## src/rtl/core/fsc_pkg.sv

```systemverilog
// Shared constants for the fast sine/cosine approximation pipeline.
// No dependencies; imported by fsc_sine_lane and fast_sine_cosine_approx.
`default_nettype none

package fsc_pkg;

  // Port and datapath widths
  localparam int ANG_W = 32;   // Q16.16 degrees
  localparam int X_W   = 19;   // radians, 16 fraction bits, range [-pi, pi]
  localparam int OUT_W = 16;   // Q1.14

  // Angle reduction: 360 degrees = 360 << 16, so reduce the integer part mod 360
  localparam int DEG360_Q16 = 23592960;
  localparam int DEG180_Q16 = 11796480;
  localparam int DEG_MOD    = 360;
  // Bias that makes the signed integer part positive: 92 * 360 = 33120
  localparam int HI_BIAS    = 352;     // added on top of the 32768 offset
  localparam int RECIP_360  = 46603;   // floor(2^24 / 360)

  // pi/180 in Q0.32, split into two 13-bit halves at bit 14
  localparam int RAD_K_HI = 4575;
  localparam int RAD_K_LO = 4521;

  localparam int HALF_PI_Q16 = 102944;
  localparam int PI_Q16      = 205887;
  localparam int TWO_PI_Q16  = 411775;

  // Parabola and refinement coefficients, 16 fraction bits
  localparam int COEF_B = 83443;
  localparam int COEF_C = 26561;
  localparam int COEF_P = 14746;

  localparam int ONE_Q14 = 16384;

  localparam int LANE_LAT  = 8;
  localparam int FRONT_LAT = 4;

endpackage : fsc_pkg

`default_nettype wire

```

## src/rtl/core/fsc_sine_lane.sv

```systemverilog
// One parabolic sine evaluation with refinement, eight register stages.
// Depends on fsc_pkg for widths and coefficients.
`default_nettype none

module fsc_sine_lane
  import fsc_pkg::*;
(
  input  wire logic                    clk,
  input  wire logic                    rst,
  input  wire logic                    in_valid,
  input  wire logic signed [X_W-1:0]   x,
  output logic                         out_valid,
  output logic signed [OUT_W-1:0]      result
);

  logic [LANE_LAT-1:0] valid;

  logic signed [37:0]  m_sq;      // x*|x|
  logic signed [36:0]  m_b;       // B*x
  logic signed [20:0]  s2_s;
  logic signed [19:0]  s2_t;
  logic signed [36:0]  s3_cs;
  logic signed [19:0]  s3_t;
  logic signed [20:0]  s4_y;
  logic signed [41:0]  s5_yy;
  logic signed [20:0]  s5_y;
  logic signed [21:0]  s6_d;
  logic signed [20:0]  s6_y;
  logic signed [36:0]  s7_pd;
  logic signed [20:0]  s7_y;

  logic signed [37:0]  m_sq_next;
  logic signed [36:0]  m_b_next;
  logic signed [20:0]  s_next;
  logic signed [19:0]  t_next;
  logic signed [36:0]  cs_next;
  logic signed [20:0]  y_next;
  logic signed [41:0]  yy_next;
  logic signed [21:0]  d_next;
  logic signed [36:0]  pd_next;
  logic signed [OUT_W-1:0] result_next;

  always_ff @(posedge clk) begin
    if (rst) begin
      valid <= '0;
    end else begin
      valid <= {valid[LANE_LAT-2:0], in_valid};
    end
  end

  // Stage 1: both products of x
  always_comb begin
    logic [X_W-2:0] ax;
    ax        = x[X_W-1] ? (X_W-1)'(-x) : x[X_W-2:0];
    m_sq_next = x * $signed({1'b0, ax});
    m_b_next  = x * 18'(COEF_B);
  end

  // Stage 2: round both products back to 16 fraction bits
  always_comb begin
    logic signed [37:0] rs;
    logic signed [36:0] rb;
    rs     = m_sq + 38'sd32768;
    rb     = m_b + 37'sd32768;
    s_next = 21'(rs >>> 16);
    t_next = 20'(rb >>> 16);
  end

  // Stage 3: C*s
  assign cs_next = s2_s * 16'(COEF_C);

  // Stage 4: parabola y = round(Bx) - round(Cs)
  always_comb begin
    logic signed [36:0] rc;
    rc     = s3_cs + 37'sd32768;
    y_next = 21'(s3_t) - 21'(rc >>> 16);
  end

  // Stage 5: y*|y|
  always_comb begin
    logic [19:0] ay;
    ay      = s4_y[20] ? 20'(-s4_y) : s4_y[19:0];
    yy_next = s4_y * $signed({1'b0, ay});
  end

  // Stage 6: q - y
  always_comb begin
    logic signed [41:0] rq;
    rq     = s5_yy + 42'sd32768;
    d_next = 22'(rq >>> 16) - 22'(s5_y);
  end

  // Stage 7: P*(q - y)
  assign pd_next = s6_d * 16'(COEF_P);

  // Stage 8: refine, drop two fraction bits, clamp to +/-1.0
  always_comb begin
    logic signed [36:0] rp;
    logic signed [21:0] y2;
    logic signed [19:0] z;
    rp = s7_pd + 37'sd32768;
    y2 = 22'(s7_y) + 22'(rp >>> 16);
    z  = 20'((y2 + 22'sd2) >>> 2);
    if (z > 20'(ONE_Q14)) begin
      result_next = OUT_W'(ONE_Q14);
    end else if (z < -20'(ONE_Q14)) begin
      result_next = -OUT_W'(ONE_Q14);
    end else begin
      result_next = OUT_W'(z);
    end
  end

  always_ff @(posedge clk) begin
    m_sq   <= m_sq_next;
    m_b    <= m_b_next;
    s2_s   <= s_next;
    s2_t   <= t_next;
    s3_cs  <= cs_next;
    s3_t   <= s2_t;
    s4_y   <= y_next;
    s5_yy  <= yy_next;
    s5_y   <= s4_y;
    s6_d   <= d_next;
    s6_y   <= s5_y;
    s7_pd  <= pd_next;
    s7_y   <= s6_y;
    result <= result_next;
  end

  assign out_valid = valid[LANE_LAT-1];

  a_result_range: assert property (@(posedge clk) disable iff (rst)
    out_valid |-> (result <= 16'sd16384 && result >= -16'sd16384))
    else $error("lane result outside +/-1.0");

  a_lane_latency: assert property (@(posedge clk) disable iff (rst)
    in_valid |-> ##8 out_valid)
    else $error("lane beat lost");

  a_no_spurious_out: assert property (@(posedge clk) disable iff (rst)
    out_valid |-> $past(in_valid, LANE_LAT))
    else $error("lane output without a matching input");

endmodule : fsc_sine_lane

`default_nettype wire

```

## config.mk

```make
export PLATFORM = sky130hd
export DESIGN_NAME = fsc_sine_lane
export DESIGN_NICKNAME = d
export VERILOG_FILES = /design/src/rtl/core/fsc_pkg.sv /design/src/rtl/core/fsc_sine_lane.sv
export SDC_FILE = /design/constraint.sdc
export NUM_CORES = 2
export LEC_CHECK = 0
export ABC_AREA = 1
export BUFFER_PORTS_ARGS = -buffer_cell sky130_fd_sc_hd__buf_2
export CAP_MARGIN = 20
export CORE_MARGIN = 3
export CORE_UTILIZATION = 30
export DETAILED_ROUTE_END_ITERATION = 8
export GPL_TIMING_DRIVEN = 0
export SLEW_MARGIN = 15
export SYNTH_ARGS = -nofsm -noshare
export SYNTH_HDL_FRONTEND = slang
export SYNTH_SLANG_ARGS = --single-unit
```

## constraint.sdc

```tcl
create_clock -name clk -period 6.65 [get_ports clk]
set_input_delay 0.665 -clock clk [delete_from_list [all_inputs] [get_ports clk]]
set_output_delay 0.665 -clock clk [all_outputs]
set_load 0.02 [all_outputs]
```

==> results.toml <==
[status]
status = "complete, but fails checks"
violations = "negative setup slack"

[setup_path]
cp_max_fo = 6
required_ns = 7.14
worstSetupStartpointType = "register"
r2r_cells = 30
critPathCaptureType = "register"
cp.arrival_ns = 7.65
cpMostUsedCell = "fa_1"
setup.worst_path.end = "s5_yy[36]"
reg2reg_to = "s5_yy[36]"
rrSetupSlack_ns = -0.52
critPathSlowestCell = "fa_1"
crit_type = "reg -> reg"
r2r-start = "s4_y[0]"
critPathMaxStageDelay_ns = 0.62
cp-startpoint = "s4_y[0]"

[timing]
whs_ns = 0.318
fin_skew_ns = 0.0286
post-route-period-util_pct = 108
slew_viol_final = 0
maxSlewHeadroom_pct = 26.6
setup_slack_ns = -0.516
report.final.setup_viol = 23
worstMarginPinSlew_ns = 1.10
rsz0062_at_grt = "true"
fin_setup_tns_ns = -4.60
hold_viol = 0
max_freq_mhz = 140
finalCriticalPeriod_ns = 7.17

[worst_hold_path]
min_path_type = "reg -> reg"

[floorplanning]
die_y_um = 446
rows = 160
die_x_um = 446
dieArea_mm2 = 0.199
initial_utilization_pct = 30.4
ios = 39
coreArea_mm2 = 0.191

[yosys]
synth_area_mm2 = 0.0581
syn-num-nets = 8670
synthDominantCellAreaShare_pct = 38.7
synth-seq-area-share_pct = 10.4
yosysTopAreaCell = "fa_1"
ys_warn_count = 0
ys_top_cells_by_area = "fa_1, ha_1, inv_1"
ys_ff_latch = 301
avgSynthCellArea_um2 = 8.46
yosysUniqueCellTypes = 58
synthCells = 6859

[drt]
antenna_left = 0
drtIter0Drc = 2653
vias = 45026
viasPerCell = 4.64
remaining_drc_errors = 0
wire_per_inst_um = 16.9
wl_um = 164000
dr.pass1.iters = 7

[cells_and_area]
layout-drive-gt1-share_pct = 14.7
syn2layout_area_growth_pct = 17.7
fill_cells = 19428
fin_nets = 8974

[placed_design]
finalWeightedCongestion = 0.967
dp_hpwl_um = 139000
portBuffers = 37

[grt]
antenna_found_initial = 4
grt_overflow = 0
grt_pass1_wl_um = 262000
grt_max_degree = 23
grt_pass1_vias = 47943
grt_util_all_layers_pct = 16.6

[clock_tree]
clock-root-buffer = "clkbuf_16"
clkTransAtPathRegs_ns = 0.06
cts_buffers = 34
cts-htree-levels = 2
cts.path.max_buffers = 3
clkLatencyLatePin_ns = 0.57
tritoncts = "built"
clock-sinks = 301
cts_hold_buf = 0

[flow_run]
drv_cap = 0
cell usage in the layout, fill, tap and decap left out, types with 18 or more instances in the layout:
cell type	n
dfxtp_1	286
a21oi_2	43
o21bai_1	18
nor2_4	54
nand2_4	63
fa_1	1078
o21ai_0	123
clkbuf_1	43
nor2_1	537
ha_4	56
fa_2	45
nand4_1	57
inv_2	83
xor2_1	196
nor3_1	34
clkbuf_16	44
nand2_2	74
nand3_1	129
nor2_2	54
buf_6	37
ha_1	605
buf_4	218
buf_2	22
nand2_1	915
xnor2_1	102
inv_1	1675
a21oi_1	201
cell usage after synthesis (all sizes together):
| cell | number |
|---|---|
| a2111oi | 1 |
| a211oi | 6 |
| a21boi | 8 |
| a21o | 13 |
| a21oi | 261 |
| a221o | 1 |
| a221oi | 10 |
| a31o | 1 |
| a31oi | 18 |
| and2 | 2 |
| and3 | 5 |
| buf | 27 |
| clkbuf | 85 |
| clkinv | 27 |
| dfxtp | 301 |
| fa | 1123 |
| ha | 666 |
| inv | 1785 |
| maj3 | 1 |
| mux2 | 1 |
| nand2 | 1055 |
| nand3 | 148 |
| nand3b | 7 |
| nand4 | 57 |
| nor2 | 645 |
| nor3 | 49 |
| nor3b | 4 |
| nor4 | 21 |
| o211a | 1 |
| o211ai | 9 |
| o21a | 18 |
| o21ai | 165 |
| o21bai | 20 |
| o221ai | 5 |
| o22ai | 1 |
| o31ai | 4 |
| or2 | 4 |
| xnor2 | 103 |
| xor2 | 201 |
through the flow:
step / util (%) / instance area (µm²) / instances / worst slack [ns]
global placement: 32.3 / 61700 / 9407 / -2.53
global route: 35.7 / 68300 / 9699 / -0.583
detailed placement: 32.3 / 61700 / 9407 / -2.58
CTS: 34.5 / 66000 / 9582 / -0.521
finish: 35.7 / 68300 / 9703 / -0.516
floorplan: - / 58400 / 6859 / -0.0129
worst max-delay path, delay by kind of cell (launching register included):
family / cells / cell delay, ns
AO/OA/AOI/OAI: 1 / 0.21
XOR/XNOR: 1 / 0.18
adder cells (fa/ha/maj): 8 / 3.85
buffers and inverters: 8 / 0.76
flip-flops: 1 / 0.38
AND/OR/NAND/NOR: 12 / 1.67
state kept, by name (all words and copies together), names as in the netlist, 20 cells and up:
name / flops
s6_d: 22
s5_y: 21
s4_y: 21
s6_y: 21
s5_yy: 23
s2_t: 20
s3_t: 20
s2_s: 21
m_sq: 22
s3_cs: 22
m_b: 21
s7_pd: 22
s7_y: 21
routing by layer:
metal | vias up | global-route usage (%) | share of wire, %
met2 | 1213 | 28.1 | 47
li1 | 21073 | - | -
met5 | - | 0 | 0.018
met3 | 280 | 2.54 | 5.9
met4 | 4 | 5.72 | 4.0
met1 | 22456 | 21.7 | 43
cell families (layout without fill, tap and decap cells):
logic type	after synthesis	count (layout)	share of synthesized area, %
compound gates	542	542	5.24
buf+inv	1924	2253	12.5
other cells	0	4	0
fa+ha+maj	1790	1790	53.1
flops	301	301	10.4
xor+xnor	304	304	4.59
simple gates	1997	1997	14.1
mux	1	1	0.0194
what timing repair did:
action,4_1_cts,5_1_grt
pin swaps,125,239
gates cloned,1,2
gates resized for setup,577,453
setup buffers,123,122
endpoints found under the setup margin,45,43
final cells by class:
type | instances | area (µm²) | area share [%]
Buffer | 100 | 851 | 1.25
Tap cell | 2511 | 3140 | 4.60
Antenna cell | 4 | 10.0 | 0.0147
Clock inverter | 14 | 180 | 0.264
Timing Repair Buffer | 280 | 2420 | 3.55
Multi-Input combinational cell | 4634 | 47600 | 69.7
Inverter | 1812 | 7090 | 10.4
Clock buffer | 47 | 951 | 1.39
Sequential cell | 301 | 6070 | 8.89
worst min path at each step:
stage	from	to	slack [ns]	depth (start not counted)
2_1_floorplan	s2_t[0]	s3_t[0]	0.31	0
3_3_place_gp	s6_y[0]	s7_y[0]	0.31	0
3_5_place_dp	s2_t[8]	s3_t[8]	0.31	0
4_1_cts	in_valid	valid[0]	0.29	3
5_1_grt	s6_y[18]	s7_y[18]	0.32	0
6_report	s6_y[18]	s7_y[18]	0.32	0
Power is not shown: default switching activity piles up to over one toggle a cycle in this logic, so the estimate is an artifact.
